<file path="src/rtl/necir_pkg.sv">
// Shared constants, codes and types of the NEC infrared frame decoder.
`default_nettype none
package necir_pkg;

  localparam int DURATION_WIDTH = 15;
  localparam int CODE_BITS      = 32;
  localparam int FULL_PAIRS     = 34;
  localparam int CNT_W          = 6;
  localparam int IN_DATA_W      = ((2 * DURATION_WIDTH + 7) / 8) * 8;
  localparam int OUT_DATA_W     = 48;

  // Pulse windows in microseconds
  localparam int LEAD_MARK_MIN   = 8000;
  localparam int LEAD_MARK_MAX   = 10000;
  localparam int LEAD_SPACE_MIN  = 4000;
  localparam int LEAD_SPACE_MAX  = 5000;
  localparam int RPT_SPACE_MIN   = 2000;
  localparam int RPT_SPACE_MAX   = 2500;
  localparam int BIT_MARK_MIN    = 400;
  localparam int BIT_MARK_MAX    = 700;
  localparam int ONE_SPACE_LO    = 1500;
  localparam int ONE_SPACE_HI    = 1800;
  localparam int ZERO_SPACE_LO   = 400;
  localparam int ZERO_SPACE_HI   = 700;

  typedef logic [DURATION_WIDTH-1:0] dur_t;

  typedef enum logic [1:0] {
    ST_INVALID = 2'd0,
    ST_FULL    = 2'd1,
    ST_REPEAT  = 2'd2
  } status_t;

  // Window checks on one mark/space pair
  typedef struct packed {
    logic lead_mark;
    logic lead_space;
    logic rpt_space;
    logic bit_mark;
    logic one_space;
    logic zero_space;
  } pair_flags_t;

  typedef struct packed {
    status_t     status;
    logic [31:0] code_word;
    logic [7:0]  address;
    logic [7:0]  command;
  } frame_res_t;

endpackage : necir_pkg
`default_nettype wire

</file>
<file path="src/rtl/necir_classify.sv">
// Range checks of one mark/space pair against the NEC pulse windows.
`default_nettype none
module necir_classify
  import necir_pkg::*;
(
  input  dur_t        mark_duration,
  input  dur_t        space_duration,
  output pair_flags_t flags
);

  always_comb begin
    flags.lead_mark  = (mark_duration >= dur_t'(LEAD_MARK_MIN)) &&
                       (mark_duration <= dur_t'(LEAD_MARK_MAX));
    flags.lead_space = (space_duration >= dur_t'(LEAD_SPACE_MIN)) &&
                       (space_duration <= dur_t'(LEAD_SPACE_MAX));
    flags.rpt_space  = (space_duration >= dur_t'(RPT_SPACE_MIN)) &&
                       (space_duration <= dur_t'(RPT_SPACE_MAX));
    flags.bit_mark   = (mark_duration >= dur_t'(BIT_MARK_MIN)) &&
                       (mark_duration <= dur_t'(BIT_MARK_MAX));
    // strict bounds on bit spaces
    flags.one_space  = (space_duration > dur_t'(ONE_SPACE_LO)) &&
                       (space_duration < dur_t'(ONE_SPACE_HI));
    flags.zero_space = (space_duration > dur_t'(ZERO_SPACE_LO)) &&
                       (space_duration < dur_t'(ZERO_SPACE_HI));
  end

endmodule : necir_classify
`default_nettype wire

</file>
<file path="src/rtl/necir_frame.sv">
// Frame state of the NEC decoder: pair and bit counting, code shift, verdict.
`default_nettype none
module necir_frame
  import necir_pkg::*;
(
  input  logic        clk,
  input  logic        rst_n,
  input  logic        fire,
  input  logic        frame_end,
  input  pair_flags_t flags,
  output frame_res_t  res
);

  logic [CNT_W-1:0] pair_count_r, pair_count_nxt;
  logic [CNT_W-1:0] bit_count_r, bit_count_nxt;
  logic [31:0]      shift_code_r, shift_code_nxt;
  logic             header_good_r, header_good_nxt;
  logic             rejected_r, rejected_nxt;
  logic             rpt_head_r, rpt_head_nxt;
  logic             rpt_trail_r, rpt_trail_nxt;
  logic [7:0]       addr_r, addr_nxt;
  logic [7:0]       cmd_r, cmd_nxt;

  logic first_pair;
  logic take_bit;
  logic full_ok;
  logic rpt_ok;

  always_comb begin
    first_pair      = (pair_count_r == '0);
    pair_count_nxt  = pair_count_r;
    bit_count_nxt   = bit_count_r;
    shift_code_nxt  = shift_code_r;
    header_good_nxt = header_good_r;
    rejected_nxt    = rejected_r;
    rpt_head_nxt    = rpt_head_r;
    rpt_trail_nxt   = rpt_trail_r;
    addr_nxt        = addr_r;
    cmd_nxt         = cmd_r;
    take_bit        = !first_pair && header_good_r && !rejected_r &&
                      (bit_count_r < CNT_W'(CODE_BITS)) && flags.bit_mark;

    if (first_pair) begin
      header_good_nxt = flags.lead_mark && flags.lead_space;
      rpt_head_nxt    = flags.lead_mark && flags.rpt_space;
    end else begin
      if (pair_count_r == CNT_W'(1)) begin
        rpt_trail_nxt = flags.bit_mark;
      end
      if (take_bit) begin
        if (flags.one_space) begin
          shift_code_nxt = {shift_code_r[30:0], 1'b1};
          bit_count_nxt  = bit_count_r + CNT_W'(1);
        end else if (flags.zero_space) begin
          shift_code_nxt = {shift_code_r[30:0], 1'b0};
          bit_count_nxt  = bit_count_r + CNT_W'(1);
        end else begin
          rejected_nxt = 1'b1;
        end
      end
    end
    if (pair_count_r < CNT_W'(FULL_PAIRS)) begin
      pair_count_nxt = pair_count_r + CNT_W'(1);
    end

    // verdict on the updated frame state
    full_ok = (pair_count_nxt >= CNT_W'(FULL_PAIRS)) && header_good_nxt &&
              !rejected_nxt && (bit_count_nxt == CNT_W'(CODE_BITS));
    rpt_ok  = (pair_count_nxt >= CNT_W'(2)) && rpt_head_nxt && rpt_trail_nxt;

    res.status    = ST_INVALID;
    res.code_word = '0;
    res.address   = '0;
    res.command   = '0;
    if (full_ok) begin
      res.status    = ST_FULL;
      res.code_word = shift_code_nxt;
      res.address   = shift_code_nxt[31:24];
      res.command   = shift_code_nxt[15:8];
    end else if (rpt_ok) begin
      res.status  = ST_REPEAT;
      res.address = addr_r;
      res.command = cmd_r;
    end

    if (frame_end) begin
      if (full_ok) begin
        addr_nxt = shift_code_nxt[31:24];
        cmd_nxt  = shift_code_nxt[15:8];
      end
      pair_count_nxt  = '0;
      bit_count_nxt   = '0;
      shift_code_nxt  = '0;
      header_good_nxt = 1'b0;
      rejected_nxt    = 1'b0;
      rpt_head_nxt    = 1'b0;
      rpt_trail_nxt   = 1'b0;
    end
  end

  always_ff @(posedge clk) begin
    if (!rst_n) begin
      pair_count_r  <= '0;
      bit_count_r   <= '0;
      shift_code_r  <= '0;
      header_good_r <= 1'b0;
      rejected_r    <= 1'b0;
      rpt_head_r    <= 1'b0;
      rpt_trail_r   <= 1'b0;
      addr_r        <= '0;
      cmd_r         <= '0;
    end else if (fire) begin
      pair_count_r  <= pair_count_nxt;
      bit_count_r   <= bit_count_nxt;
      shift_code_r  <= shift_code_nxt;
      header_good_r <= header_good_nxt;
      rejected_r    <= rejected_nxt;
      rpt_head_r    <= rpt_head_nxt;
      rpt_trail_r   <= rpt_trail_nxt;
      addr_r        <= addr_nxt;
      cmd_r         <= cmd_nxt;
    end
  end

  a_bits_max: assert property (@(posedge clk) disable iff (!rst_n)
    bit_count_r <= CNT_W'(CODE_BITS))
    else $error("bit count beyond code length");

  a_pairs_max: assert property (@(posedge clk) disable iff (!rst_n)
    pair_count_r <= CNT_W'(FULL_PAIRS))
    else $error("pair count beyond saturation");

  a_bits_need_header: assert property (@(posedge clk) disable iff (!rst_n)
    (bit_count_r != '0 || rejected_r) |-> header_good_r)
    else $error("bits collected without a good leader");

  a_end_clears: assert property (@(posedge clk) disable iff (!rst_n)
    (fire && frame_end) |=> (pair_count_r == '0 && bit_count_r == '0))
    else $error("frame state not cleared after last pair");

endmodule : necir_frame
`default_nettype wire

</file>
<file path="src/rtl/nec_ir_frame_decoder.sv">
// Top level of the NEC infrared frame decoder: input stage, decode, result register.
//
//   channel  | dir | tdata (low bit up)                       | tuser   | tlast
//   in_      | in  | mark_duration, space_duration, zero pad  | -       | frame_end
//   out_     | out | code_word, address, command              | status  | -
//
// One pair per cycle sustained while no last pair waits on a stalled result. A pair
// is registered on acceptance and decoded from that input register by range compares
// and a one-bit shift into the frame state; a pair with tlast set loads the result
// register as it is decoded, which is later only while an earlier result still waits.
// rst_n (synchronous) empties both stages, clears the frame state and the stored
// address and command. A stalled result holds only a following last pair; other
// pairs keep flowing past it.
`default_nettype none
module nec_ir_frame_decoder
  import necir_pkg::*;
(
  input  logic                  clk,
  input  logic                  rst_n,
  input  logic                  in_tvalid,
  output logic                  in_tready,
  input  logic [IN_DATA_W-1:0]  in_tdata,   // mark_duration, space_duration, pad
  input  logic                  in_tlast,   // frame_end
  output logic                  out_tvalid,
  input  logic                  out_tready,
  output logic [OUT_DATA_W-1:0] out_tdata,  // code_word, address, command
  output logic [1:0]            out_tuser   // status
);

  // input stage
  logic        s1_valid_r;
  dur_t        s1_mark_r;
  dur_t        s1_space_r;
  logic        s1_last_r;

  logic        out_valid_r;
  logic [OUT_DATA_W-1:0] out_data_r;
  logic [1:0]  out_user_r;

  logic        out_free;
  logic        s1_adv;
  logic        s1_fire;
  pair_flags_t flags;
  frame_res_t  res;

  // advance the decode stage unless a last pair would overwrite a waiting result
  assign out_free  = !out_valid_r || out_tready;
  assign s1_adv    = !s1_last_r || out_free;
  assign s1_fire   = s1_valid_r && s1_adv;
  assign in_tready = !s1_valid_r || s1_adv;

  always_ff @(posedge clk) begin
    if (!rst_n) begin
      s1_valid_r <= 1'b0;
    end else if (in_tready) begin
      s1_valid_r <= in_tvalid;
    end
  end

  // payload: hold while stalled
  always_ff @(posedge clk) begin
    if (in_tready && in_tvalid) begin
      s1_mark_r  <= in_tdata[DURATION_WIDTH-1:0];
      s1_space_r <= in_tdata[2*DURATION_WIDTH-1:DURATION_WIDTH];
      s1_last_r  <= in_tlast;
    end
  end

  necir_classify u_classify (
    .mark_duration  (s1_mark_r),
    .space_duration (s1_space_r),
    .flags          (flags)
  );

  necir_frame u_frame (
    .clk       (clk),
    .rst_n     (rst_n),
    .fire      (s1_fire),
    .frame_end (s1_last_r),
    .flags     (flags),
    .res       (res)
  );

  // result register: load on a decoded last pair, drop once taken
  always_ff @(posedge clk) begin
    if (!rst_n) begin
      out_valid_r <= 1'b0;
    end else if (s1_fire && s1_last_r) begin
      out_valid_r <= 1'b1;
    end else if (out_tready) begin
      out_valid_r <= 1'b0;
    end
  end

  always_ff @(posedge clk) begin
    if (s1_fire && s1_last_r) begin
      out_data_r <= {res.command, res.address, res.code_word};
      out_user_r <= res.status;
    end
  end

  assign out_tvalid = out_valid_r;
  assign out_tdata  = out_data_r;
  assign out_tuser  = out_user_r;

  a_status_code: assert property (@(posedge clk) disable iff (!rst_n)
    out_valid_r |-> (out_user_r == ST_INVALID || out_user_r == ST_FULL ||
                     out_user_r == ST_REPEAT))
    else $error("result carries an unused status code");

  a_code_zero: assert property (@(posedge clk) disable iff (!rst_n)
    (out_valid_r && out_user_r != ST_FULL) |-> (out_data_r[31:0] == '0))
    else $error("code word set on a non-full result");

  a_no_overwrite: assert property (@(posedge clk) disable iff (!rst_n)
    (out_valid_r && !out_tready) |=> out_valid_r && $stable(out_data_r))
    else $error("waiting result lost or overwritten");

endmodule : nec_ir_frame_decoder
`default_nettype wire
</file>
<file path="config.mk">
export PLATFORM = sky130hd
export DESIGN_NAME = nec_ir_frame_decoder
export DESIGN_NICKNAME = d
export VERILOG_FILES = /design/src/rtl/necir_pkg.sv /design/src/rtl/necir_classify.sv /design/src/rtl/necir_frame.sv /design/src/rtl/nec_ir_frame_decoder.sv
export SDC_FILE = /design/constraint.sdc
export NUM_CORES = 1
export LEC_CHECK = 0
export BUFFER_PORTS_ARGS = -buffer_cell sky130_fd_sc_hd__clkbuf_2
export CORE_MARGIN = 5
export CORE_UTILIZATION = 30
export CTS_CLUSTER_DIAMETER = 120
export DETAILED_ROUTE_END_ITERATION = 8
export HOLD_SLACK_MARGIN = 0.15
export MAX_ROUTING_LAYER = met4
export PLACE_DENSITY = 0.53
export RECOVER_POWER = 100
export SLEW_MARGIN = 20
export SYNTH_ARGS = -nofsm -noshare
export SYNTH_HDL_FRONTEND = slang
export SYNTH_SLANG_ARGS = --single-unit
</file>
<file path="constraint.sdc">
create_clock -name clk -period 5.2 [get_ports clk]
set_input_delay 0.26 -clock clk [delete_from_list [all_inputs] [get_ports clk]]
set_output_delay 0.26 -clock clk [all_outputs]
set_load 0.05 [all_outputs]
</file>
---- Yosys cells after proc, flatten, opt, wreduce, memory -nomap -nowiden ----
Cells that the tools add are included.
storage, ports and cells
  output and inout port bits .............. 52
  bits of input ports ..................... 37
  word-level logic and storage cells ...... 98
  flip-flop bits (word level) ............. 147
cells by class
  equal/unequal tests ..................... 2
  $lt $le $gt $ge ......................... 16
  reduce and logical (&&, ||, !) cells .... 32
  add/sub/neg operators ................... 2
  mux-type cells .......................... 29
operators with widths
  operator                count
  $mux W32                5
  $mux W6                 7
  $mux W16                2
  $logic_and A1 B1 Y1     20
  $ge A15 B11 Y1 const B  1
  $ge A15 B12 Y1 const B  1
  $ge A15 B13 Y1 const B  1
  $ge A15 B9 Y1 const B   1
  $gt A15 B11 Y1 const B  1
  $gt A15 B9 Y1 const B   1
  $le A15 B10 Y1 const B  1
  $le A15 B12 Y1 const B  1
  $le A15 B13 Y1 const B  1
  $le A15 B14 Y1 const B  1
  $lt A15 B10 Y1 const B  1
  $lt A15 B11 Y1 const B  1
  $mux W1                 14
  $add A6 B1 Y6 const B   2
  $lt A6 B6 Y1 const B    2
  $eq A6 B1 Y1 const B    1
  $eq A6 B6 Y1 const B    1
  $ge A6 B2 Y1 const B    1
  $ge A6 B6 Y1 const B    1
  $logic_not A1 Y1        6
  other kinds (5)         7

---- Depth between registers and ports, before layout ----
  word-level depth ........................ 12
  mapped depth ............................ 10
  mapped depth without buffers ............ 9

---- By module ----
A second synthesis with hierarchy kept.
unflattened totals
  cell total of the unflattened synthesis .. 621
  area, all modules ....................... 6995.5 um^2
by module, submodules not included
  module                cells an instance  instances  seq. area each (um^2)  area an instance (um^2)
  necir_frame           467                1          1281.2                 4090.2
  nec_ir_frame_decoder  93                 1          2472.4                 2549.9
  necir_classify        61                 1          0.0                    355.3

---- Least setup slack after synthesis ----
No wires, ideal clock.
  kind .................................... reg-to-reg
  start ................................... register s1_space_r[9]
  end ..................................... register out_data_r[32], in the netlist out_tdata[32] (data pin)
  arrival time ............................ 2536 ps
  stages on the path, launching flop included .. 10
  clock period less this slack ............ 2800 ps
  setup slack ............................. 2400 ps
  setup time .............................. 264 ps
  cells stage by stage .................... edfxtp_1 buf_2 or4_1 or3_1 and4_1 o21ai_2 buf_4 buf_4 mux2i_1 mux2i_1
RTL lines
  item                    RTL line                    source
  from (decl)             nec_ir_frame_decoder.sv:33  dur_t s1_space_r;
  from (signal assigned)  nec_ir_frame_decoder.sv:64  s1_space_r <= in_tdata[2*DURATION_WIDTH-1:DURATION_WIDTH];
  to (signal assigned)    nec_ir_frame_decoder.sv:97  out_data_r <= {res.command, res.address, res.code_word};
  to (decl)               nec_ir_frame_decoder.sv:37  logic [OUT_DATA_W-1:0] out_data_r;

---- Worst setup path after layout ----
  start ................................... register s1_space_r[9]
  end ..................................... register u_frame.cmd_r[6]
between the ends
  word-level cells in the longest chain between the ends .. 10
ends and longest elaborated chain
  item                                                    RTL line            source
  branches (longest 10 deep; another with $gt A15 B9 Y1)  --
  to (signal assigned)                                    necir_frame.sv:121  cmd_r <= cmd_nxt;
  to (decl)                                               necir_frame.sv:22   logic [7:0] cmd_r, cmd_nxt;
Several ways; the timed one is not identified.
A chain may end at the register's enable or synchronous reset.

==> results.toml <==
[global_route]
grt_pass1_vias = 4971
grt_pass1_wl_um = 24800
gr-usage-met2_pct = 19.7
grt_max_degree = 82
overflow = 0
antenna_found_initial = 0
use_met3_pct = 3.66
busiest_layer = "met2"
use_met1_pct = 14.6
grt_usage_pct = 12.2

[floorplan]
die_w_um = 160
io_pins = 89
start_util_pct = 30.6
die_y_um = 160
row_count = 54
coreArea_um2 = 22000
die_area_um2 = 25500

[layout]
drive_gt1_share_pct = 10.9
layout.nets = 761
stdcell_count = 1012
final.fill_count = 2161
n_antenna_cell = 0
area.growth.synth_to_final_pct = 21.6

[hold_path]
worstHoldStart = "in_tvalid"
hold_end = "s1_valid_r$_SDFFE_PN0N_"
holdPathStages = 3
holdCritPathClass = "in2reg"

[detailed_routing]
num_vias = 4897
wl_per_cell_um = 14.7
drtAntennaViolNets = 0
vias_per_cell = 4.84
drc = 0
drt_iter0_drc = 253
wirelength_um = 14900
first_pass_iters = 4

[synthesis]
yosys.cell_count.top_type = "nand2_1"
ys_dominant_reg_cell = "edfxtp_1"
postSynthCellCount = 615
synth-seq-cells = 147
ys_async_sr_fraction_pct = 0
yosys_warnings = 0
syn_nets = 656
synth_cell_types = 67
seq_area_frac_synth_pct = 55.8
synth.area.top_cells = "edfxtp_1 (36%), dfxtp_1 (20%), mux2i_1 (7.3%)"
yosysTopAreaCellShare_pct = 36.2
synth_common_cells = "nand2_1 (99), edfxtp_1 (81), dfxtp_1 (66)"
yosysTopAreaCell = "edfxtp_1"
syn_area_per_cell_um2 = 10.9
synth_area_um2 = 6730
synth-edff-count = 81

[power_and_ir_drop]
p_switching_uw = 571
total_leakage_power_uw = 0.00280
p_per_area_nw_per_um2 = 318
p_seq_share_pct = 48.3
p_int_uw = 2030
pwr-share-comb_pct = 3.8
ir_drop_mv = 0.197
clkPwrFrac_pct = 47.9
power_switching_share_pct = 21.9

[run_status]
violations = "capacitance limit, slew limit"
outcome = "finished with violations"

[worst_setup_path]
end_kind = "flip-flop"
r2r_slack_ns = 1.04
ff2ff_path_depth = 8
crit_type = "reg2reg"
crit_fanout = 19
worst_r2r_endpoint = "u_frame.cmd_r[6]$_SDFFE_PN0P_"
timing.rr.start = "s1_space_r[9]$_DFFE_PP_"
arrival_ns = 4.49
startpoint_type = "flip-flop"
cp.required_ns = 5.53

[clock_network]
clk_latency_ns = 0.42
postCtsSetupRepairBufs = 0
cts_buffers = 17
h-tree-depth = 4
clockBufferDepth = 2
clkTransAtPathRegs_ns = 0.06
cts-root-buf = "clkbuf_16"
ctsResizeCount = 0
cts_tree = "yes"
clock-sinks = 147

[timing]
fin_crit_ns = 4.16
fmax_ghz = 0.241
finalHoldViolCount = 0
grt_setup_unrepaired = "false"
slew_violations = 51
relSlewSlack_pct = -106
fin_skew_ns = 0.00982
timing.hold.ws_ns = 0.113
setup_viol = 0
finalSetupTns_ns = 0
fin_crit_sh_pct = 79.9
worst_pin_slew_ns = 3.07

[placed_design]
io_buffer_count = 86
routabilityCongestion = 0.837
placed_cells_incl_taps = 950
hpwl_um = 9730

[run]
maxCapViolCount = 2
cell type report:
class | count | area, um2 | area share [%]
Clock buffer | 21 | 503 | 6.15
Clock inverter | 10 | 111 | 1.36
Inverter | 11 | 43.8 | 0.535
Multi-Input combinational cell | 421 | 2710 | 33.2
Sequential cell | 147 | 3750 | 45.9
Tap cell | 280 | 350 | 4.28
Timing Repair Buffer | 122 | 706 | 8.63
logic make-up (layout without fill, tap and decap cells):
family	after synthesis	after routing	share of synthesized area, %
multiplexers	65	65	9.97
AND/OR/NAND/NOR	237	237	17.9
AO/OA/AOI/OAI	114	114	12.0
XOR/XNOR	1	1	0.130
adder cells (fa/ha/maj)	4	4	0.744
buffers and inverters	47	164	3.48
flip-flops	147	147	55.8
what timing repair did:
action,in CTS,in global routing
hold endpoints to repair,31,0
hold buffers,31,0
endpoints found under the setup margin,0,0
cells in the final DEF (no fill, tap or decap), types with 5 or more instances in the layout:
master	count
nand2_1	99
edfxtp_1	81
dfxtp_1	66
clkbuf_1	54
mux2i_1	49
nor2b_1	41
a22oi_1	36
clkbuf_2	34
nor2_1	33
dlygate4sd3_1	31
a21oi_1	25
clkbuf_16	19
mux2_1	11
nor3_1	10
inv_1	9
nand3_1	9
o21ai_0	8
and2_0	7
o21a_1	6
clkinv_4	6
or3_1	5
mux2_2	5
state kept, by name, indices dropped and copies added (netlist names):
name                   flops
out_tdata                 48
out_tuser                  2
out_tvalid                 1
s1_last_r                  1
s1_mark_r                 15
s1_space_r                15
s1_valid_r                 1
u_frame.addr_r             8
u_frame.bit_count_r        6
u_frame.cmd_r              8
u_frame.header_good_r      1
u_frame.pair_count_r       6
u_frame.rejected_r         1
u_frame.rpt_head_r         1
u_frame.rpt_trail_r        1
u_frame.shift_code_r      32
worst max-delay path by stage:
stage,depth (start not counted),start,slack (ns),to
floorplan,9,s1_space_r[9]$_DFFE_PP_,2.40,out_tdata[32]$_DFFE_PP_
global placement,8,s1_space_r[9]$_DFFE_PP_,1.60,u_frame.shift_code_r[15]$_SDFFE_PN0P_
detailed placement,8,s1_space_r[9]$_DFFE_PP_,1.52,u_frame.shift_code_r[15]$_SDFFE_PN0P_
CTS,8,s1_space_r[9]$_DFFE_PP_,1.51,u_frame.shift_code_r[15]$_SDFFE_PN0P_
global route,8,s1_space_r[9]$_DFFE_PP_,0.71,u_frame.addr_r[6]$_SDFFE_PN0P_
finish,8,s1_space_r[9]$_DFFE_PP_,1.04,u_frame.cmd_r[6]$_SDFFE_PN0P_
layer usage:
| metal | up-vias | wire length [um] |
|---|---|---|
| met5 | - | 0 |
| met4 | 0 | 227 |
| met3 | 15 | 682 |
| met2 | 110 | 7160 |
| met1 | 2312 | 6840 |
| li1 | 2460 | - |
metrics by stage:
| stage | util, % | worst slack, ns | area, um2 | total power (uW) |
|---|---|---|---|---|
| after floorplan | - | 2.40 | 6730 | 1330 |
| after global placement | 33.6 | 1.60 | 7390 | 1360 |
| after detailed placement | 33.6 | 1.52 | 7390 | 1370 |
| after CTS | 37.8 | 1.51 | 8310 | 2640 |
| after global routing | 37.3 | 0.710 | 8180 | 2710 |
| final | 37.3 | 1.04 | 8180 | 2600 |
power groups by stage:
stage | Combinational [uW] | Sequential [uW] | Clock [uW]
5_1_grt | 108 | 1260 | 1340
3_3_place_gp | 81.4 | 1280 | 0
4_1_cts | 102 | 1260 | 1280
6_report | 98.1 | 1260 | 1250
2_1_floorplan | 48.6 | 1290 | 0
3_5_place_dp | 83.4 | 1280 | 0
critical path: stages, from the launching register on:
cell and delay, ns:
edfxtp_1 0.53, or4_1 0.59, or3_1 0.40, nand4_2 0.16, a21oi_1 0.43, and4_1 0.40, nor4b_1 0.31, clkbuf_1 0.95
mux2i_1 0.30
(Power assumes the default switching activity.)
